$ cat config.mk
export PLATFORM = sky130hd
export DESIGN_NAME = hex_escape_stream_decoder
export DESIGN_NICKNAME = d
export VERILOG_FILES = /design/src/sv/hesd_pkg.sv /design/src/sv/hex_escape_stream_decoder.sv /design/src/sv/hesd_decode.sv /design/src/sv/hesd_serialize.sv
export SDC_FILE = /design/constraint.sdc
export NUM_CORES = 1
export LEC_CHECK = 0
export ABC_AREA = 1
export BUFFER_PORTS_ARGS = -buffer_cell sky130_fd_sc_hd__buf_2
export CORE_MARGIN = 5
export CORE_UTILIZATION = 40
export CTS_CLUSTER_SIZE = 24
export DETAILED_ROUTE_END_ITERATION = 12
export PLACE_DENSITY = 0.54
export SYNTH_ARGS = -nofsm -noshare
export SYNTH_HDL_FRONTEND = slang
export SYNTH_HIERARCHICAL = 1
export SYNTH_SLANG_ARGS = --single-unit
$ cat constraint.sdc
create_clock -name i_clk -period 4.61 [get_ports i_clk]
set_input_delay 0.461 -clock i_clk [delete_from_list [all_inputs] [get_ports i_clk]]
set_output_delay 0.461 -clock i_clk [all_outputs]
set_load 0.05 [all_outputs]
$ cat src/sv/hesd_pkg.sv
// ----------------------------------------------------------------------------
// hesd_pkg
// Types, constants and helpers shared by the hex escape stream decoder.
// ----------------------------------------------------------------------------
package hesd_pkg;

    localparam int unsigned MaxOut = 4;   // most bytes one input word can release

    localparam logic [7:0] EscLead  = 8'h5F;   // '_'
    localparam logic [7:0] EscMark  = 8'h58;   // 'X'
    localparam logic [7:0] ChZero   = 8'h30;   // '0'
    localparam logic [7:0] ChNine   = 8'h39;   // '9'
    localparam logic [7:0] ChLowA   = 8'h61;   // 'a'
    localparam logic [7:0] ChLowF   = 8'h66;   // 'f'

    // input word
    typedef struct packed {
        logic [7:0] in_byte;
        logic       in_last;
    } t_in_word;

    // output word
    typedef struct packed {
        logic [7:0] out_byte;
        logic       out_last;
    } t_out_word;

    // escape match progress
    typedef enum logic [1:0] {
        PH_IDLE  = 2'd0,   // nothing held
        PH_LEAD  = 2'd1,   // holds "_"
        PH_MARK  = 2'd2,   // holds "_X"
        PH_DIGIT = 2'd3    // holds "_X" and one hex digit
    } t_phase;

    // bytes released by one input word, oldest in slot 0
    typedef struct packed {
        logic [MaxOut-1:0][7:0] bytes;
        logic [2:0]             count;
        logic                   last;
    } t_bundle;

    // lowercase hex digit check; bit 4 is the valid flag
    function automatic logic [4:0] hex_value(input logic [7:0] b);
        logic [7:0] d;
        d = 8'd0;
        if (b >= ChZero && b <= ChNine) begin
            d = b - ChZero;
            return {1'b1, d[3:0]};
        end
        if (b >= ChLowA && b <= ChLowF) begin
            d = b - ChLowA + 8'd10;
            return {1'b1, d[3:0]};
        end
        return 5'd0;
    endfunction

endpackage

$ cat src/sv/hex_escape_stream_decoder.sv
// ----------------------------------------------------------------------------
// hex_escape_stream_decoder
// Replaces each "_X" plus two lowercase hex digit escape with the byte it
// encodes; other bytes pass through, broken escapes are released as they came.
// ----------------------------------------------------------------------------
// Output: first output word in the cycle after the input word is accepted.
// Throughput: one input word per cycle while each releases at most one byte
//   and the output does not stall; a word that releases more bytes (up to 4)
//   stalls the input until the output register, which presents one byte at
//   a time, is handing out the last byte of the bundle; output stalls add to that.
// Reset: synchronous, active low; clears the held escape and empties the
//   output register.
// ----------------------------------------------------------------------------
module hex_escape_stream_decoder (
    input  logic                i_clk,
    input  logic                i_rst_n,
    input  logic                i_valid,
    output logic                o_stall,
    input  hesd_pkg::t_in_word  i_word,
    output logic                o_valid,
    input  logic                i_stall,
    output hesd_pkg::t_out_word o_word
);
    import hesd_pkg::*;

    t_bundle bundle;
    logic    free;
    logic    accept;

    assign o_stall = !free;
    assign accept  = i_valid && free;

    // escape matcher
    hesd_decode u_decode (
        .i_clk    (i_clk),
        .i_rst_n  (i_rst_n),
        .i_accept (accept),
        .i_word   (i_word),
        .o_bundle (bundle)
    );

    // output register and byte sequencer
    hesd_serialize u_serialize (
        .i_clk    (i_clk),
        .i_rst_n  (i_rst_n),
        .i_load   (accept),
        .i_bundle (bundle),
        .o_free   (free),
        .o_valid  (o_valid),
        .i_stall  (i_stall),
        .o_word   (o_word)
    );

    // checks
    a_bundle_size: assert property (@(posedge i_clk) disable iff (!i_rst_n)
        accept |-> (bundle.count <= 3'd4))
        else $error("bundle holds more than four bytes");

    a_last_emits: assert property (@(posedge i_clk) disable iff (!i_rst_n)
        (accept && i_word.in_last) |=> o_valid)
        else $error("end of string released no byte");

    a_stall_busy: assert property (@(posedge i_clk) disable iff (!i_rst_n)
        o_stall |-> o_valid)
        else $error("input stalled with nothing to send");

    a_reset_empty: assert property (@(posedge i_clk)
        !i_rst_n |=> !o_valid)
        else $error("output valid right after reset");

endmodule

$ cat src/sv/hesd_decode.sv
// ----------------------------------------------------------------------------
// hesd_decode
// Escape matcher: holds the partial escape and works out, for each input
// word, the bundle of bytes it releases.
// ----------------------------------------------------------------------------
module hesd_decode (
    input  logic              i_clk,
    input  logic              i_rst_n,
    input  logic              i_accept,
    input  hesd_pkg::t_in_word i_word,
    output hesd_pkg::t_bundle o_bundle
);
    import hesd_pkg::*;

    t_phase     r_phase, n_phase;
    logic [7:0] r_held, n_held;

    t_phase     mid_phase;    // phase after this byte, before end-of-string flush
    logic       taken;
    logic       release_old;
    logic [4:0] hv_in;
    logic [4:0] hv_held;

    assign hv_in   = hex_value(i_word.in_byte);
    assign hv_held = hex_value(r_held);

    // next state
    always_comb begin
        mid_phase   = r_phase;
        n_held      = r_held;
        taken       = 1'b0;
        release_old = 1'b0;
        unique case (r_phase)
            PH_IDLE: begin
            end
            PH_LEAD: begin
                if (i_word.in_byte == EscMark) begin
                    mid_phase = PH_MARK;
                    taken     = 1'b1;
                end else begin
                    release_old = 1'b1;
                end
            end
            PH_MARK: begin
                if (hv_in[4]) begin
                    n_held    = i_word.in_byte;
                    mid_phase = PH_DIGIT;
                    taken     = 1'b1;
                end else begin
                    release_old = 1'b1;
                end
            end
            PH_DIGIT: begin
                if (hv_in[4]) begin
                    mid_phase = PH_IDLE;
                    taken     = 1'b1;
                end else begin
                    release_old = 1'b1;
                end
            end
            default: begin
            end
        endcase
        if (release_old) begin
            mid_phase = PH_IDLE;
        end
        if (!taken && i_word.in_byte == EscLead) begin
            mid_phase = PH_LEAD;
        end
        n_phase = i_word.in_last ? PH_IDLE : mid_phase;
    end

    // released bytes, in order
    always_comb begin
        o_bundle       = '0;
        o_bundle.last  = i_word.in_last;
        // broken escape: held bytes go out as they came
        if (release_old) begin
            if (r_phase != PH_IDLE) begin
                o_bundle.bytes[o_bundle.count[1:0]] = EscLead;
                o_bundle.count = o_bundle.count + 3'd1;
            end
            if (r_phase == PH_MARK || r_phase == PH_DIGIT) begin
                o_bundle.bytes[o_bundle.count[1:0]] = EscMark;
                o_bundle.count = o_bundle.count + 3'd1;
            end
            if (r_phase == PH_DIGIT) begin
                o_bundle.bytes[o_bundle.count[1:0]] = r_held;
                o_bundle.count = o_bundle.count + 3'd1;
            end
        end
        // completed escape
        if (taken && r_phase == PH_DIGIT) begin
            o_bundle.bytes[o_bundle.count[1:0]] = {hv_held[3:0], hv_in[3:0]};
            o_bundle.count = o_bundle.count + 3'd1;
        end
        // plain byte
        if (!taken && i_word.in_byte != EscLead) begin
            o_bundle.bytes[o_bundle.count[1:0]] = i_word.in_byte;
            o_bundle.count = o_bundle.count + 3'd1;
        end
        // end of string: flush what is still held
        if (i_word.in_last) begin
            if (mid_phase != PH_IDLE) begin
                o_bundle.bytes[o_bundle.count[1:0]] = EscLead;
                o_bundle.count = o_bundle.count + 3'd1;
            end
            if (mid_phase == PH_MARK || mid_phase == PH_DIGIT) begin
                o_bundle.bytes[o_bundle.count[1:0]] = EscMark;
                o_bundle.count = o_bundle.count + 3'd1;
            end
            if (mid_phase == PH_DIGIT) begin
                o_bundle.bytes[o_bundle.count[1:0]] = n_held;
                o_bundle.count = o_bundle.count + 3'd1;
            end
        end
    end

    // state registers
    always_ff @(posedge i_clk) begin
        if (!i_rst_n) begin
            r_phase <= PH_IDLE;
            r_held  <= 8'd0;
        end else if (i_accept) begin
            r_phase <= n_phase;
            r_held  <= n_held;
        end
    end

endmodule

$ cat src/sv/hesd_serialize.sv
// ----------------------------------------------------------------------------
// hesd_serialize
// Result register: holds one bundle and hands its bytes out one word at a
// time; tells the input side when a new bundle may be loaded.
// ----------------------------------------------------------------------------
module hesd_serialize (
    input  logic                i_clk,
    input  logic                i_rst_n,
    input  logic                i_load,
    input  hesd_pkg::t_bundle   i_bundle,
    output logic                o_free,
    output logic                o_valid,
    input  logic                i_stall,
    output hesd_pkg::t_out_word o_word
);
    import hesd_pkg::*;

    logic [MaxOut-1:0][7:0] r_bytes, n_bytes;
    logic [2:0]             r_cnt, n_cnt;
    logic                   r_last, n_last;
    logic                   take;

    assign o_valid         = (r_cnt != 3'd0);
    assign take            = o_valid && !i_stall;
    assign o_free          = (r_cnt == 3'd0) || (r_cnt == 3'd1 && !i_stall);
    assign o_word.out_byte = r_bytes[0];
    assign o_word.out_last = r_last && (r_cnt == 3'd1);

    // load a new bundle or shift out the front byte
    always_comb begin
        n_bytes = r_bytes;
        n_cnt   = r_cnt;
        n_last  = r_last;
        if (i_load) begin
            n_bytes = i_bundle.bytes;
            n_cnt   = i_bundle.count;
            n_last  = i_bundle.last;
        end else if (take) begin
            n_bytes = {8'd0, r_bytes[MaxOut-1:1]};
            n_cnt   = r_cnt - 3'd1;
        end
    end

    always_ff @(posedge i_clk) begin
        if (!i_rst_n) begin
            r_cnt <= 3'd0;
        end else begin
            r_cnt <= n_cnt;
        end
    end

    always_ff @(posedge i_clk) begin
        r_bytes <= n_bytes;
        r_last  <= n_last;
    end

endmodule
=== Yosys cells after proc, flatten, opt, wreduce, memory -nomap -nowiden ===
Cells that the tools add are included.

* Word-level logic and storage cells: 157
* Register bits after elaboration: 46
* Output and inout bits: 11
* Input port bits: 13

* Bitwise logic cells: 9
* Muxes and demuxes: 65
* Order comparisons: 22
* Add/sub/neg operators: 14
* Reductions and logical operators: 30
* Eq/ne operators: 9

{| class="wikitable"
|+ Operators by type and width
! operator !! number
|-
| $mux W35 || 12
|-
| $bwmux W32 || 4
|-
| $demux W8 S2 || 7
|-
| $mux W8 || 9
|-
| $mux W32 || 2
|-
| $not A20 Y20 || 2
|-
| $or A24 B24 Y24 || 1
|-
| $add A3 B1 Y3 const B || 7
|-
| $lt A2 B3 Y1 const B || 7
|-
| $and A20 B20 Y20 || 1
|-
| $and A5 B20 Y20 || 1
|-
| $mux W5 || 4
|-
| $logic_and A1 B1 Y1 || 18
|-
| $eq A8 B7 Y1 const B || 2
|-
| $ge A8 B6 Y1 const B || 2
|-
| $ge A8 B7 Y1 const B || 2
|-
| $le A8 B6 Y1 const B || 2
|-
| $le A8 B7 Y1 const B || 2
|-
| $mux W4 || 4
|-
| $sub A4 B1 Y4 const B || 4
|-
| $ge A2 B1 Y1 const B || 7
|-
| $mux W2 || 6
|-
| $or A12 B12 Y12 || 1
|-
| $or A3 B12 Y12 || 1
|-
| other kinds (20) || 41
|}

=== Longest topological paths before layout ===
Gate-level depths: netlist of the first run.

* Depth in word-level cells: 60
* Mapped depth: 30
* Mapped depth without buffers: 30

=== By module ===
Netlist of the first run, hierarchy kept.

{| class="wikitable"
|+ Modules (own cells, without submodules)
! module !! sequential area each (um^2) !! area an instance (um^2) !! instances !! cells an instance
|-
| hesd_decode || 200.2 || 3265.6 || 1 || 535
|-
| hesd_serialize || 1051.0 || 1702.9 || 1 || 175
|-
| hex_escape_stream_decoder || 0.0 || 11.3 || 1 || 3
|}

=== Worst setup path after synthesis of the first run ===
OpenSTA, ideal clock, no wires.

* Path kind: input to register
* Start point: in i_word[2] (netlist bit)
* End point: reg u_serialize.r_cnt[2]
* Stages on the path: 26
* Path slack: 898 ps
* Buffers on the path: 0
* Arrival time: 3599 ps
* Path through: inv_1 ha_1 o21ai_0 nand2_1 nand2_2 nand3_4 a21oi_2 ha_1 inv_1 nand3_1 nand2_1 ha_1 or2_1 nand2_2 ha_1 nand2_1 nand2_4 nor2_4 nor2_1 nand3_1 nand2_1 nand2_1 nand2_1 o21a_1 nand2_1 nor2_1

{| class="wikitable"
|+ RTL lines
! item !! line !! RTL
|-
| from (decl) || hex_escape_stream_decoder.sv:19 || <nowiki>input hesd_pkg::t_in_word i_word,</nowiki>
|-
| to (signal assigned) || hesd_serialize.sv:48 || <nowiki>r_cnt <= n_cnt;</nowiki>
|-
| to (decl) || hesd_serialize.sv:19 || <nowiki>logic [2:0] r_cnt, n_cnt;</nowiki>
|}

==> flow_summary.html, run 1 <==
<table>
<tr><th>Metric</th><th>Value</th></tr>
<tr><th colspan="2">Critical path</th></tr>
<tr><td>Data required time at the worst endpoint</td><td>between 4 and 5 ns</td></tr>
<tr><td>R2R setup slack</td><td>between 0.5 and 0.6 ns</td></tr>
<tr><td>Worst setup path class</td><td>flip-flop to flip-flop</td></tr>
<tr><td>Worst endpoint data arrival time</td><td>between 4 and 5 ns</td></tr>
<tr><td>Reg-to-Reg Start</td><td>u_decode/r_phase[1]</td></tr>
<tr><td>Maximum fanout count along the critical path</td><td>8</td></tr>
<tr><td>Cell type with the highest occurrence count on the critical path</td><td>nand2_1</td></tr>
<tr><td>Ordered list of cells on the worst path</td><td>inv_1 &gt; ha_1 &gt; nand2_1 &gt; nand2_4 &gt; nand3_4 &gt; ha_1 &gt; inv_1 &gt; nand3_1 &gt; nand2_1 &gt; ha_1 &gt; or2_1 &gt; nand2_2 &gt; ha_1 &gt; nand2_1 &gt; nand2_4 &gt; nor2_4 &gt; nor2_1 &gt; nand3_1 &gt; nand2_1 &gt; nand2_1 &gt; nand2_1 &gt; o21a_1 &gt; nand2_1 &gt; nor2_1</td></tr>
<tr><td>Slowest cell delay on critical path</td><td>between 0.4 and 0.5 ns</td></tr>
<tr><td>Slowest-stage cell, CP</td><td>ha_1</td></tr>
<tr><td>Reg2reg end</td><td>u_serialize/r_cnt[2]</td></tr>
<tr><td>Startpoint class of the critical path</td><td>flip-flop</td></tr>
<tr><td>Kind of end point of the critical path</td><td>flip-flop</td></tr>
<tr><td>Worst Reg-to-Reg Cells</td><td>24</td></tr>
<tr><th colspan="2">Timing</th></tr>
<tr><td>Final number of setup-violating endpoints</td><td>0</td></tr>
<tr><td>Post-route minimum period</td><td>between 4 and 5 ns</td></tr>
<tr><td>Final hold violation count</td><td>0</td></tr>
<tr><td>Sum of negative setup slack</td><td>0 ns</td></tr>
<tr><td>Remaining max-slew budget at the tightest pin</td><td>between 50% and 60%</td></tr>
<tr><td>Max-slew violation count</td><td>0</td></tr>
<tr><td>Largest clock skew in the final design</td><td>0.006266 ns</td></tr>
<tr><td>Setup repair after global routing missed its margin</td><td>no</td></tr>
<tr><td>Actual transition at the worst max-transition pin</td><td>roughly 0.65 ns</td></tr>
<tr><td>Maximum clock frequency</td><td>roughly 0.25 GHz</td></tr>
<tr><td>Period utilization</td><td>approximately 87%</td></tr>
<tr><th colspan="2">Logic synthesis</th></tr>
<tr><td>Fraction of registers with async set or reset after synthesis</td><td>0%</td></tr>
<tr><td>Synth Flop Type</td><td>edfxtp_1</td></tr>
<tr><td>Synth area leaders</td><td>edfxtp_1 (20%), nand2_1 (14%), inv_1 (7.7%), ha_1 (7.0%), o21ai_0 (6.2%)</td></tr>
<tr><td>Syn Nets</td><td>between 700 and 800</td></tr>
<tr><td>Post-synthesis instance area</td><td>4980 um2</td></tr>
<tr><td>Synthesized instance count</td><td>approximately 710</td></tr>
<tr><td>Number of unique standard cell types used by synthesis</td><td>between 40 and 50</td></tr>
<tr><td>Cell taking the most area after synthesis</td><td>edfxtp_1</td></tr>
<tr><td>Number of enable flip-flop cells after synthesis</td><td>33</td></tr>
<tr><td>Post-synthesis average cell area</td><td>approximately 7 um2</td></tr>
<tr><td>Yosys reg bits</td><td>46</td></tr>
<tr><td>Share of the yosys chip area belonging to registers</td><td>between 20% and 30%</td></tr>
<tr><td>Synth warn</td><td>6</td></tr>
<tr><td>Synth top area share</td><td>19.90%</td></tr>
<tr><th colspan="2">Route</th></tr>
<tr><td>Number of iterations in the first detailed-routing pass</td><td>5</td></tr>
<tr><td>Count of antenna-violating nets left after detailed routing</td><td>0</td></tr>
<tr><td>Met1 Wirelength</td><td>approximately 6.8 mm</td></tr>
<tr><td>DRC violation count after routing</td><td>0</td></tr>
<tr><td>Routed wire length on met2</td><td>just under 7 mm</td></tr>
<tr><td>Met3 wire len</td><td>827 um</td></tr>
<tr><td>Wirelength per Cell</td><td>16.94 um</td></tr>
<tr><td>Via/cell ratio</td><td>5.293</td></tr>
<tr><td>Top layer used by detailed routing</td><td>met4</td></tr>
<tr><td>Violation count after the first detailed-routing iteration</td><td>~420</td></tr>
<tr><td>Routed via count</td><td>between 4000 and 5000</td></tr>
<tr><td>Total routed wirelength</td><td>approximately 15 mm</td></tr>
<tr><th colspan="2">Layout</th></tr>
<tr><td>Summed area of non-filler cells in the final layout</td><td>around 5300 um2</td></tr>
<tr><td>Layout cells sized above 1</td><td>between 15 and 20%</td></tr>
<tr><td>Fin util</td><td>between 40 and 50%</td></tr>
<tr><td>Diodes inserted</td><td>0</td></tr>
<tr><td>Post-layout nets</td><td>roughly 760</td></tr>
<tr><td>Relative area change from synthesis to final layout</td><td>6.030%</td></tr>
<tr><th colspan="2">Floorplanning</th></tr>
<tr><td>Area of the core</td><td>12110 um2</td></tr>
<tr><td>Die height</td><td>about 120 um</td></tr>
<tr><td>Std cell rows</td><td>40</td></tr>
<tr><td>Effective utilization at floorplan</td><td>slightly above 40%</td></tr>
<tr><td>Count of boundary I/O pins</td><td>24</td></tr>
<tr><td>Area of the die</td><td>about 15000 um2</td></tr>
<tr><td>Die width</td><td>approximately 120 um</td></tr>
<tr><th colspan="2">Hold path</th></tr>
<tr><td>Number of stages on the worst hold path</td><td>3</td></tr>
<tr><td>Hold worst-path end</td><td>u_serialize/r_cnt[0]</td></tr>
<tr><td>Class of the tightest hold or removal check</td><td>input port to flip-flop</td></tr>
<tr><td>Launch instance of the worst min-delay path</td><td>i_rst_n</td></tr>
<tr><th colspan="2">Power</th></tr>
<tr><td>Leak pwr</td><td>2.691 nW</td></tr>
<tr><td>Power per Cell Area</td><td>about 370 nW/um2</td></tr>
<tr><td>IR Drop Worst-Case VDD</td><td>roughly 0.16 mV</td></tr>
<tr><th colspan="2">Clock tree</th></tr>
<tr><td>Total CTS buffers</td><td>5</td></tr>
<tr><td>Number of setup buffers added after CTS</td><td>0</td></tr>
<tr><td>Clock insertion delay at the later pin of the skew report</td><td>slightly below 0.3 ns</td></tr>
<tr><td>Library cell used as clock root buffer</td><td>clkbuf_16</td></tr>
<tr><td>Clock transition at the registers of the reported paths</td><td>roughly 0.070 ns</td></tr>
<tr><td>Post_cts resized</td><td>0</td></tr>
<tr><td>Clock tree from TritonCTS</td><td>yes</td></tr>
<tr><td>CTS Hold Buffers Added</td><td>0</td></tr>
<tr><td>Buffer depth of the longest clock path</td><td>2</td></tr>
<tr><td>Total number of clock tree sinks</td><td>46</td></tr>
<tr><td>H-tree depth</td><td>2</td></tr>
<tr><th colspan="2">Place</th></tr>
<tr><td>Placer's final routability congestion estimate</td><td>~0.99</td></tr>
<tr><td>Number of buffer cells added on primary ports</td><td>23</td></tr>
<tr><td>Total cell area at the placement stage</td><td>approximately 5100 um2</td></tr>
<tr><td>HPWL after DPL</td><td>about 12 mm</td></tr>
<tr><th colspan="2">GRT</th></tr>
<tr><td>Total congestion overflow</td><td>0</td></tr>
<tr><td>Pin count of the biggest net entering global routing</td><td>44</td></tr>
<tr><td>Wire length of the first global-routing pass</td><td>about 24 mm</td></tr>
<tr><td>Global-route total usage across every layer</td><td>20.66%</td></tr>
<tr><td>Vias in the first global route</td><td>4476</td></tr>
<tr><td>Number of antenna violations at the first check in global routing</td><td>0</td></tr>
<tr><th colspan="2">Run</th></tr>
<tr><td>Max-cap violations</td><td>0</td></tr>
<tr><th colspan="2">Outcome</th></tr>
<tr><td>Outcome</td><td>completed</td></tr>
</table>
cell families after synthesis:
kind of cell | Yosys count | synth area share [%]
adders and majority gates | 28 | 7.035
xor gates and xnor gates | 2 | 0.3518
and+or+nand+nor | 338 | 36.13
buffers and inverters | 149 | 13.24
DFF | 46 | 25.13
AOI/OAI and AO/OA | 150 | 18.12
layout by cell type, fill, tap and decap left out, types with 9 or more instances in the layout:
master	Yosys	layout
nor2_1	40	40
nand2_1	185	185
o21ai_1	18	18
edfxtp_1	33	33
dfxtp_1	13	13
o211ai_1	15	15
ha_1	28	28
a21oi_1	24	24
nand2_2	14	14
nand3_2	12	12
inv_2	13	13
buf_2	11	23
nand2_4	19	19
o21ai_0	62	62
nor3_1	9	9
nand3_1	29	29
inv_1	102	102
state kept, by name, summed over array words and instances (netlist names):
| register | count |
|---|---|
| u_serialize/r_bytes | 24 |
| u_serialize/r_last | 1 |
| u_serialize/r_cnt | 3 |
| u_decode/r_phase | 2 |
| u_decode/r_held | 8 |
| u_serialize/o_word | 8 |
critical path: cells and delay by family, from the launching register on:
kind	cells	cell delay (ns)
AOI/OAI and AO/OA	1	0.18
adders and majority gates	4	1.30
buffers and inverters	2	0.22
DFF	1	0.38
and+or+nand+nor	17	1.82
final cells by class:
cell class                      count  area, um2
Sequential cell                    46       1251
Timing Repair Buffer               28      152.6
Tap cell                          168      210.2
Clock buffer                        6      128.9
Multi-Input combinational cell    518       3069
Clock inverter                      2      13.76
Fill cell                        1332       6832
Inverter                          119      454.2
power by group:
| group | internal, mW | total [mW] | switching (mW) |
|---|---|---|---|
| Sequential | 0.697 | 0.772 | 0.0746 |
| Combinational | 0.194 | 0.833 | 0.639 |
| Clock | 0.202 | 0.367 | 0.165 |
per-layer routing:
layer | track usage, % | up-vias
li1 | - | 2324
met1 | 28.60 | 2193
met2 | 33.16 | 147
met3 | 1.996 | 31
met4 | 8.123 | 0
met5 | 0 | -
worst max path at each step:
stage                              startpoint               endpoint  slack (ns)
after global placement              i_word[1]   u_serialize/r_cnt[2]        0.51
final                     u_decode/r_phase[1]   u_serialize/r_cnt[2]        0.59
after floorplan                     i_word[2]   u_serialize/r_cnt[2]        0.90
after global routing      u_decode/r_phase[1]  u_serialize/o_word[1]        0.23
after detailed placement            i_word[1]   u_serialize/r_cnt[2]        0.42
after CTS                 u_decode/r_phase[1]   u_serialize/r_cnt[2]        0.62
per-stage QoR:
step | std cells | setup WS, ns | hold WS [ns] | power [mW]
after floorplan | 713 | 0.8984 | 0.4874 | 1.479
after global placement | 879 | 0.5131 | 0.4932 | 1.609
after global routing | 887 | 0.2321 | 0.4860 | 2.117
after detailed placement | 879 | 0.4230 | 0.4944 | 1.623
after CTS | 887 | 0.6154 | 0.4647 | 1.996
final | 887 | 0.5930 | 0.4728 | 1.972
Yosys cell counts, drive strengths merged (2+ instances only):
cell and n:
inv 116, nor3 12, nand2 220, clkbuf 4
nand3 48, o22ai 8, xor2 2, a21oi 26
a22oi 3, or2 2, buf 26, edfxtp 33
nor2 47, o21ai 84, o211ai 16, a41oi 2
o21bai 2, o221ai 4, clkinv 3, ha 28
dfxtp 13, nand4 8
Power figures use the tool's default switching activity.
==> inputs of run 2 (changes only) <==
- clock period: 4.61 -> 4.07 ns (I/O delays scaled with it)
==> flow_summary.html, run 2 (same netlist as run 1, synthesis figures left out) <==
<table>
<tr><th>Metric</th><th>Value</th></tr>
<tr><th colspan="2">Clock tree</th></tr>
<tr><td>Buffer depth of the longest clock path</td><td>2 (unchanged)</td></tr>
<tr><td>Clock transition at the registers of the reported paths</td><td>0.07 ns (about the same)</td></tr>
<tr><td>Post_cts resized</td><td>0 (unchanged)</td></tr>
<tr><td>Number of setup buffers added after CTS</td><td>0 (unchanged)</td></tr>
<tr><td>Total number of clock tree sinks</td><td>46 (unchanged)</td></tr>
<tr><td>Total CTS buffers</td><td>5 (unchanged)</td></tr>
<tr><td>Library cell used as clock root buffer</td><td>clkbuf_16 (unchanged)</td></tr>
<tr><td>CTS Hold Buffers Added</td><td>0 (unchanged)</td></tr>
<tr><td>H-tree depth</td><td>2 (unchanged)</td></tr>
<tr><td>Clock tree from TritonCTS</td><td>yes (unchanged)</td></tr>
<tr><td>Clock insertion delay at the later pin of the skew report</td><td>0.29 ns (about the same)</td></tr>
<tr><th colspan="2">Critical path</th></tr>
<tr><td>Startpoint class of the critical path</td><td>flip-flop (unchanged)</td></tr>
<tr><td>Data required time at the worst endpoint</td><td>4.12 ns (was 4.80 ns)</td></tr>
<tr><td>Sum of buffers and inverters on the critical path</td><td>4 (was 2)</td></tr>
<tr><td>Slowest-stage cell, CP</td><td>dfxtp_1 (was ha_1)</td></tr>
<tr><td>Maximum fanout count along the critical path</td><td>7 (was 8)</td></tr>
<tr><td>Slowest cell delay on critical path</td><td>0.45 ns (was 0.46 ns)</td></tr>
<tr><td>Ordered list of cells on the worst path</td><td>inv_1 &gt; ha_1 &gt; nor2_1 &gt; inv_1 &gt; nand3_4 &gt; nand2_4 &gt; nand3_4 &gt; ha_1 &gt; inv_1 &gt; nand3_1 &gt; nand2_1 &gt; ha_1 &gt; or2_1 &gt; nand2_2 &gt; ha_1 &gt; nand2_1 &gt; nand2_4 &gt; nor2_4 &gt; nor2_1 &gt; o211ai_1 &gt; o21ai_1 &gt; nand2_1 &gt; inv_1 (was inv_1 &gt; ha_1 &gt; nand2_1 &gt; nand2_4 &gt; nand3_4 &gt; ha_1 &gt; inv_1 &gt; nand3_1 &gt; nand2_1 &gt; ha_1 &gt; or2_1 &gt; nand2_2 &gt; ha_1 &gt; nand2_1 &gt; nand2_4 &gt; nor2_4 &gt; nor2_1 &gt; nand3_1 &gt; nand2_1 &gt; nand2_1 &gt; nand2_1 &gt; o21a_1 &gt; nand2_1 &gt; nor2_1)</td></tr>
<tr><td>Worst endpoint data arrival time</td><td>3.76 ns (was 4.20 ns)</td></tr>
<tr><td>CP delay by family, top</td><td>simple AND/OR/NAND/NOR gates (unchanged)</td></tr>
<tr><td>Kind of end point of the critical path</td><td>flip-flop (unchanged)</td></tr>
<tr><td>Worst setup path class</td><td>flip-flop to flip-flop (unchanged)</td></tr>
<tr><th colspan="2">Hold path</th></tr>
<tr><td>Class of the tightest hold or removal check</td><td>input port to flip-flop (unchanged)</td></tr>
<tr><th colspan="2">Timing</th></tr>
<tr><td>Post-route minimum period</td><td>3.711 ns (was 4.017 ns)</td></tr>
<tr><td>Maximum clock frequency</td><td>0.2695 GHz (was 0.2489 GHz)</td></tr>
<tr><td>Period utilization</td><td>91.19% (was 87.14%)</td></tr>
<tr><td>Max-slew violation count</td><td>0 (unchanged)</td></tr>
<tr><td>Actual transition at the worst max-transition pin</td><td>0.6747 ns (was 0.6479 ns)</td></tr>
<tr><td>Setup repair after global routing missed its margin</td><td>no (unchanged)</td></tr>
<tr><td>Largest clock skew in the final design</td><td>0.006989 ns (was 0.006266 ns)</td></tr>
<tr><td>Remaining max-slew budget at the tightest pin</td><td>54.45% (was 56.35%)</td></tr>
<tr><td>Sum of negative setup slack</td><td>0 ns (unchanged)</td></tr>
<tr><td>Final hold violation count</td><td>0 (unchanged)</td></tr>
<tr><td>Final number of setup-violating endpoints</td><td>0 (unchanged)</td></tr>
<tr><th colspan="2">Route</th></tr>
<tr><td>Met1 Wirelength</td><td>6.800 mm (was 6.804 mm)</td></tr>
<tr><td>DRC violation count after routing</td><td>0 (unchanged)</td></tr>
<tr><td>Via/cell ratio</td><td>5.364 (was 5.293)</td></tr>
<tr><td>Routed wire length on met2</td><td>7.094 mm (was 6.893 mm)</td></tr>
<tr><td>Number of iterations in the first detailed-routing pass</td><td>5 (unchanged)</td></tr>
<tr><td>Total routed wirelength</td><td>15.10 mm (was 15.03 mm)</td></tr>
<tr><td>Top layer used by detailed routing</td><td>met4 (unchanged)</td></tr>
<tr><td>Wirelength per Cell</td><td>16.97 um (was 16.94 um)</td></tr>
<tr><td>Met3 wire len</td><td>779 um (was 827 um)</td></tr>
<tr><td>Count of antenna-violating nets left after detailed routing</td><td>0 (unchanged)</td></tr>
<tr><td>Routed via count</td><td>4774 (was 4695)</td></tr>
<tr><td>Violation count after the first detailed-routing iteration</td><td>542 (was 415)</td></tr>
<tr><th colspan="2">Layout</th></tr>
<tr><td>Fin util</td><td>43.84% (was 43.60%)</td></tr>
<tr><td>Diodes inserted</td><td>0 (unchanged)</td></tr>
<tr><td>Layout cells sized above 1</td><td>18.14% (was 17.39%)</td></tr>
<tr><td>Largest register FFs</td><td>24 (unchanged)</td></tr>
<tr><td>Post-layout nets</td><td>762 (was 759)</td></tr>
<tr><td>Final std cells w/o fill</td><td>890 (was 887)</td></tr>
<tr><td>Relative area change from synthesis to final layout</td><td>6.633% (was 6.030%)</td></tr>
<tr><td>Leading cell type in the layout, fill and taps excluded</td><td>nand2_1 (unchanged)</td></tr>
<tr><td>Register with the most flip-flops</td><td>u_serialize/r_bytes (unchanged)</td></tr>
<tr><td>Most frequent cells in the layout</td><td>nand2_1 (185), inv_1 (101), o21ai_0 (62) (was nand2_1 (185), inv_1 (102), o21ai_0 (62))</td></tr>
<tr><th colspan="2">Place</th></tr>
<tr><td>HPWL after DPL</td><td>11.93 mm (was 11.80 mm)</td></tr>
<tr><td>Number of buffer cells added on primary ports</td><td>23 (unchanged)</td></tr>
<tr><td>Dpl cells</td><td>882 (was 879)</td></tr>
<tr><td>Placer's final routability congestion estimate</td><td>1.005 (was 0.9939)</td></tr>
<tr><th colspan="2">Floorplanning</th></tr>
<tr><td>Die width</td><td>121.6 um (unchanged)</td></tr>
<tr><td>Effective utilization at floorplan</td><td>41.12% (unchanged)</td></tr>
<tr><td>Area of the core</td><td>12110 um2 (unchanged)</td></tr>
<tr><td>Die height</td><td>121.6 um (unchanged)</td></tr>
<tr><td>Count of boundary I/O pins</td><td>24 (unchanged)</td></tr>
<tr><td>Std cell rows</td><td>40 (unchanged)</td></tr>
<tr><td>Area of the die</td><td>14780 um2 (unchanged)</td></tr>
<tr><th colspan="2">Power</th></tr>
<tr><td>Combinational Power Share</td><td>42.0% (was 42.2%)</td></tr>
<tr><td>Switching power summed over all nets</td><td>0.9867 mW (was 0.8783 mW)</td></tr>
<tr><td>Sequential cell fraction of total power</td><td>39.4% (was 39.2%)</td></tr>
<tr><td>IR Drop Worst-Case VDD</td><td>0.1744 mV (was 0.1640 mV)</td></tr>
<tr><td>Portion of total power attributed to the clock network</td><td>18.6% (about the same)</td></tr>
<tr><td>Pint</td><td>1.239 mW (was 1.093 mW)</td></tr>
<tr><td>Power per Cell Area</td><td>419.2 nW/um2 (was 373.4 nW/um2)</td></tr>
<tr><td>Leak pwr</td><td>2.695 nW (was 2.691 nW)</td></tr>
<tr><td>Switching portion of total power</td><td>44.33% (was 44.55%)</td></tr>
<tr><th colspan="2">Run</th></tr>
<tr><td>Max-cap violations</td><td>0 (unchanged)</td></tr>
<tr><th colspan="2">GRT</th></tr>
<tr><td>Wire length of the first global-routing pass</td><td>24.41 mm (was 23.95 mm)</td></tr>
<tr><td>Vias in the first global route</td><td>4620 (was 4476)</td></tr>
<tr><td>Pin count of the biggest net entering global routing</td><td>44 (unchanged)</td></tr>
<tr><td>Global-route total usage across every layer</td><td>21.14% (was 20.66%)</td></tr>
<tr><td>Total congestion overflow</td><td>0 (unchanged)</td></tr>
<tr><td>Number of antenna violations at the first check in global routing</td><td>0 (unchanged)</td></tr>
<tr><th colspan="2">Outcome</th></tr>
<tr><td>Outcome</td><td>completed (unchanged)</td></tr>
</table>
-- run 2: final cells by class --
cell class	instances	area [um2]
clock buffers	6	128.9
well taps	168	210.2
clock inverters	2	13.76
fillers	1323	6802
multi-input cells	518	3072
flip-flops and latches	46	1252
repair buffers	31	175.2
inverters	119	457.9
-- run 2: layer usage --
layer | track usage, % | up-vias
met2 | 35.72 | 164
met4 | 7.493 | 0
li1 | - | 2337
met3 | 2.553 | 26
met5 | 0 | -
met1 | 27.84 | 2247
-- run 2: worst register-to-register path, stage by stage, from the launching register on --
cell,delay (ns)
dfxtp_1,0.45
inv_1,0.14
ha_1,0.23
nor2_1,0.16
inv_1,0.10
nand3_4,0.11
nand2_4,0.08
nand3_4,0.07
ha_1,0.22
inv_1,0.05
nand3_1,0.10
nand2_1,0.14
ha_1,0.23
or2_1,0.23
nand2_2,0.12
ha_1,0.24
nand2_1,0.11
nand2_4,0.10
nor2_4,0.16
nor2_1,0.08
o211ai_1,0.12
o21ai_1,0.10
nand2_1,0.10
inv_1,0.05
-- run 2: final timing paths --
check | startpoint | to | slack [ns] | cells past startpoint
worst max-delay path | u_decode/r_phase[0] | u_serialize/r_bytes[25] | 0.36 | 23
worst min register to register | u_serialize/r_bytes[21] | u_serialize/r_bytes[13] | 0.51 | 2
worst min-delay path | i_rst_n | u_decode/r_held[5] | 0.41 | 3
worst max register to register | u_decode/r_phase[0] | u_serialize/r_bytes[25] | 0.36 | 23
-- run 2: power by group through the flow --
stage | clock network [mW] | registers (mW) | logic, mW
after floorplan | 0 | 0.861 | 0.814
after global placement | 0 | 0.879 | 0.936
after detailed placement | 0 | 0.886 | 0.944
after CTS | 0.424 | 0.877 | 0.946
after global routing | 0.447 | 0.900 | 1.05
final | 0.414 | 0.878 | 0.934
-- run 2: metrics by stage --
step	power [mW]	instance area [um2]	hold slack, ns	worst slack, ns
finish	2.226	5310	0.4087	0.3587
global route	2.394	5310	0.4235	0.01919
CTS	2.247	5303	0.4043	0.3143
detailed placement	1.830	5160	0.4986	0.08096
global placement	1.815	5160	0.4932	0.1604
floorplan	1.676	4980	0.4874	0.4124
==> inputs of run 3 (changes only) <==
- PLACE_DENSITY: 0.54 -> 0.56
- RECOVER_POWER: not set -> 50
- clock period: 4.07 -> 3 ns (I/O delays scaled with it)
==> flow_summary.html, run 3 (same netlist as run 1, synthesis figures left out) <==
<table>
<tr><th>Metric</th><th>Value</th></tr>
<tr><th colspan="2">Timing</th></tr>
<tr><td>Post-route minimum period</td><td>3.270 ns (was 3.711 ns)</td></tr>
<tr><td>Remaining max-slew budget at the tightest pin</td><td>47.76% (was 54.45%)</td></tr>
<tr><td>Maximum clock frequency</td><td>0.3058 GHz (was 0.2695 GHz)</td></tr>
<tr><td>Final number of setup-violating endpoints</td><td>33 (was 0)</td></tr>
<tr><td>Largest clock skew in the final design</td><td>0.01439 ns (was 0.006989 ns)</td></tr>
<tr><td>Actual transition at the worst max-transition pin</td><td>0.7836 ns (was 0.6747 ns)</td></tr>
<tr><td>Final WS setup</td><td>-0.2702 ns (was 0.3587 ns)</td></tr>
<tr><td>Final hold violation count</td><td>0 (unchanged)</td></tr>
<tr><td>Max-slew violation count</td><td>0 (unchanged)</td></tr>
<tr><td>Setup repair after global routing missed its margin</td><td>yes (was no)</td></tr>
<tr><td>Worst-case hold slack</td><td>0.3117 ns (was 0.4087 ns)</td></tr>
<tr><td>Sum of negative setup slack</td><td>-6.926 ns (was 0 ns)</td></tr>
<tr><td>Period utilization</td><td>109.0% (was 91.19%)</td></tr>
<tr><th colspan="2">Layout</th></tr>
<tr><td>Post-layout nets</td><td>879 (was 762)</td></tr>
<tr><td>Leading cell type in the layout, fill and taps excluded</td><td>nand2_1 (unchanged)</td></tr>
<tr><td>Relative area change from synthesis to final layout</td><td>30.33% (was 6.633%)</td></tr>
<tr><td>Combined area of the multi-input logic cells</td><td>3297 um2 (was 3072 um2)</td></tr>
<tr><td>FF/Latch Area</td><td>1259 um2 (was 1252 um2)</td></tr>
<tr><td>Count of fill cells added during filler insertion</td><td>1232 (was 1323)</td></tr>
<tr><td>Layout cells sized above 1</td><td>32.18% (was 18.14%)</td></tr>
<tr><td>Most frequent cells in the layout</td><td>nand2_1 (178), buf_4 (117), inv_1 (96) (was nand2_1 (185), inv_1 (101), o21ai_0 (62))</td></tr>
<tr><td>Register with the most flip-flops</td><td>u_serialize/r_bytes (unchanged)</td></tr>
<tr><td>Summed area of non-filler cells in the final layout</td><td>6490 um2 (was 5310 um2)</td></tr>
<tr><td>Diodes inserted</td><td>0 (unchanged)</td></tr>
<tr><td>Largest register FFs</td><td>24 (unchanged)</td></tr>
<tr><th colspan="2">Place</th></tr>
<tr><td>Placer's final routability congestion estimate</td><td>0.8939 (was 1.005)</td></tr>
<tr><td>Number of buffer cells added on primary ports</td><td>23 (unchanged)</td></tr>
<tr><td>Total cell area at the placement stage</td><td>6020 um2 (was 5160 um2)</td></tr>
<tr><td>HPWL after DPL</td><td>12.90 mm (was 11.93 mm)</td></tr>
<tr><th colspan="2">Route</th></tr>
<tr><td>Total routed wirelength</td><td>16.10 mm (was 15.10 mm)</td></tr>
<tr><td>Count of antenna-violating nets left after detailed routing</td><td>0 (unchanged)</td></tr>
<tr><td>Violation count after the first detailed-routing iteration</td><td>400 (was 542)</td></tr>
<tr><td>Via/cell ratio</td><td>5.061 (was 5.364)</td></tr>
<tr><td>Number of iterations in the first detailed-routing pass</td><td>5 (unchanged)</td></tr>
<tr><td>DRC violation count after routing</td><td>0 (unchanged)</td></tr>
<tr><td>Wirelength per Cell</td><td>15.99 um (was 16.97 um)</td></tr>
<tr><td>Routed via count</td><td>5096 (was 4774)</td></tr>
<tr><th colspan="2">GRT</th></tr>
<tr><td>Total congestion overflow</td><td>0 (unchanged)</td></tr>
<tr><td>Vias in the first global route</td><td>4920 (was 4620)</td></tr>
<tr><td>Global-route total usage across every layer</td><td>22.47% (was 21.14%)</td></tr>
<tr><td>Number of antenna violations at the first check in global routing</td><td>0 (unchanged)</td></tr>
<tr><td>Wire length of the first global-routing pass</td><td>25.91 mm (was 24.41 mm)</td></tr>
<tr><td>Pin count of the biggest net entering global routing</td><td>39 (was 44)</td></tr>
<tr><th colspan="2">Critical path</th></tr>
<tr><td>Reg-to-Reg Start</td><td>u_decode/r_phase[1] (was u_decode/r_phase[0])</td></tr>
<tr><td>R2R setup slack</td><td>-0.27 ns (was 0.36 ns)</td></tr>
<tr><td>Kind of end point of the critical path</td><td>flip-flop (unchanged)</td></tr>
<tr><td>Startpoint class of the critical path</td><td>flip-flop (unchanged)</td></tr>
<tr><td>Crit. Startpoint</td><td>u_decode/r_phase[1] (was u_decode/r_phase[0])</td></tr>
<tr><td>Data required time at the worst endpoint</td><td>3.19 ns (was 4.12 ns)</td></tr>
<tr><td>Worst setup path class</td><td>flip-flop to flip-flop (unchanged)</td></tr>
<tr><td>Worst endpoint data arrival time</td><td>3.46 ns (was 3.76 ns)</td></tr>
<tr><td>Worst Reg-to-Reg Cells</td><td>26 (was 23)</td></tr>
<tr><td>Maximum fanout count along the critical path</td><td>7 (unchanged)</td></tr>
<tr><th colspan="2">Clock tree</th></tr>
<tr><td>Clock tree from TritonCTS</td><td>yes (unchanged)</td></tr>
<tr><td>Clock insertion delay at the later pin of the skew report</td><td>0.30 ns (was 0.29 ns)</td></tr>
<tr><td>H-tree depth</td><td>2 (unchanged)</td></tr>
<tr><td>Total number of clock tree sinks</td><td>46 (unchanged)</td></tr>
<tr><td>Library cell used as clock root buffer</td><td>clkbuf_16 (unchanged)</td></tr>
<tr><td>Total CTS buffers</td><td>5 (unchanged)</td></tr>
<tr><td>Buffer depth of the longest clock path</td><td>2 (unchanged)</td></tr>
<tr><td>Clock transition at the registers of the reported paths</td><td>0.08 ns (was 0.07 ns)</td></tr>
<tr><th colspan="2">Floorplanning</th></tr>
<tr><td>Die width</td><td>121.6 um (unchanged)</td></tr>
<tr><td>Std cell rows</td><td>40 (unchanged)</td></tr>
<tr><td>Count of boundary I/O pins</td><td>24 (unchanged)</td></tr>
<tr><td>Die height</td><td>121.6 um (unchanged)</td></tr>
<tr><td>Area of the die</td><td>14780 um2 (unchanged)</td></tr>
<tr><td>Effective utilization at floorplan</td><td>41.12% (unchanged)</td></tr>
<tr><td>Area of the core</td><td>12110 um2 (unchanged)</td></tr>
<tr><th colspan="2">Power</th></tr>
<tr><td>Leak pwr</td><td>3.268 nW (was 2.695 nW)</td></tr>
<tr><td>Total power</td><td>3.150 mW (was 2.226 mW)</td></tr>
<tr><td>Power per Cell Area</td><td>485.3 nW/um2 (was 419.2 nW/um2)</td></tr>
<tr><td>IR Drop Worst-Case VDD</td><td>0.2204 mV (was 0.1744 mV)</td></tr>
<tr><th colspan="2">Outcome</th></tr>
<tr><td>Outcome</td><td>complete, but fails checks (was completed)</td></tr>
<tr><td>Violations in the final reports</td><td>setup timing</td></tr>
<tr><th colspan="2">Run</th></tr>
<tr><td>Max-cap violations</td><td>0 (unchanged)</td></tr>
<tr><th colspan="2">Hold path</th></tr>
<tr><td>Number of stages on the worst hold path</td><td>3 (unchanged)</td></tr>
<tr><td>Class of the tightest hold or removal check</td><td>input port to flip-flop (unchanged)</td></tr>
<tr><td>Launch instance of the worst min-delay path</td><td>i_rst_n (unchanged)</td></tr>
</table>
run 3: critical path, cell delays in order (launching register included):
cell and delay [ns]:
dfxtp_4 0.37, buf_6 0.12, ha_4 0.16, nor2_4 0.13, inv_2 0.06, nand3_4 0.08
nand2_4 0.07, nand3_4 0.10, ha_4 0.20, inv_2 0.05, nand3_2 0.06, nand2_2 0.11
ha_4 0.20, or2_1 0.23, nand2_2 0.14, ha_4 0.23, nand2_4 0.08, nand2_8 0.08
nor2_4 0.15, nor2_1 0.06, nand3_1 0.06, nand2_1 0.05, nand2_1 0.07, nand2_2 0.06
o21a_1 0.16, nand2_1 0.05, nor2_1 0.04
run 3: area by class of cell:
class | instances | area share (%)
multi-input cells | 518 | 50.80
flip-flops and latches | 46 | 19.39
repair buffers | 148 | 16.95
inverters | 119 | 7.056
well taps | 168 | 3.239
clock buffers | 6 | 1.986
clock inverters | 2 | 0.5784
run 3: path summary, 6_finish.rpt:
check / endpoint
max: u_serialize/r_cnt[2]
min: u_decode/r_held[5]
max reg2reg: u_serialize/r_cnt[2]
min reg2reg: u_serialize/r_bytes[22]
run 3: what timing repair did:
item,4_1_cts,5_1_grt
pin swaps,21,6
gates resized for setup,41,9
setup endpoints to repair,33,34
hold buffers,0,0
buffers inserted,16,1
run 3: metal layers:
layer | wire length (um) | share of wire, % | GRT usage, % | up-vias
met5 | 0 | 0 | 0 | -
met4 | 355 | 2.2 | 6.723 | 0
met3 | 671 | 4.2 | 2.553 | 23
met2 | 7608 | 47 | 38.17 | 104
met1 | 7465 | 46 | 30.01 | 2394
li1 | - | - | - | 2575
run 3: stage by stage:
stage | setup slack, ns | utilization (%) | instances
2_1_floorplan | -0.4138 | - | 713
3_3_place_gp | -0.5476 | 49.70 | 982
3_5_place_dp | -0.6848 | 49.70 | 982
4_1_cts | -0.2525 | 53.42 | 1006
5_1_grt | -0.4690 | 53.58 | 1007
6_report | -0.2702 | 53.58 | 1007
run 3: power breakdown:
| group | total, mW | internal [mW] | switching (mW) | leakage, nW |
|---|---|---|---|---|
| registers | 1.19 | 1.07 | 0.114 | 0.439 |
| clock network | 0.649 | 0.394 | 0.255 | 0.0771 |
| logic | 1.31 | 0.310 | 1.00 | 2.75 |
| total | 3.15 | 1.78 | 1.37 | 3.27 |
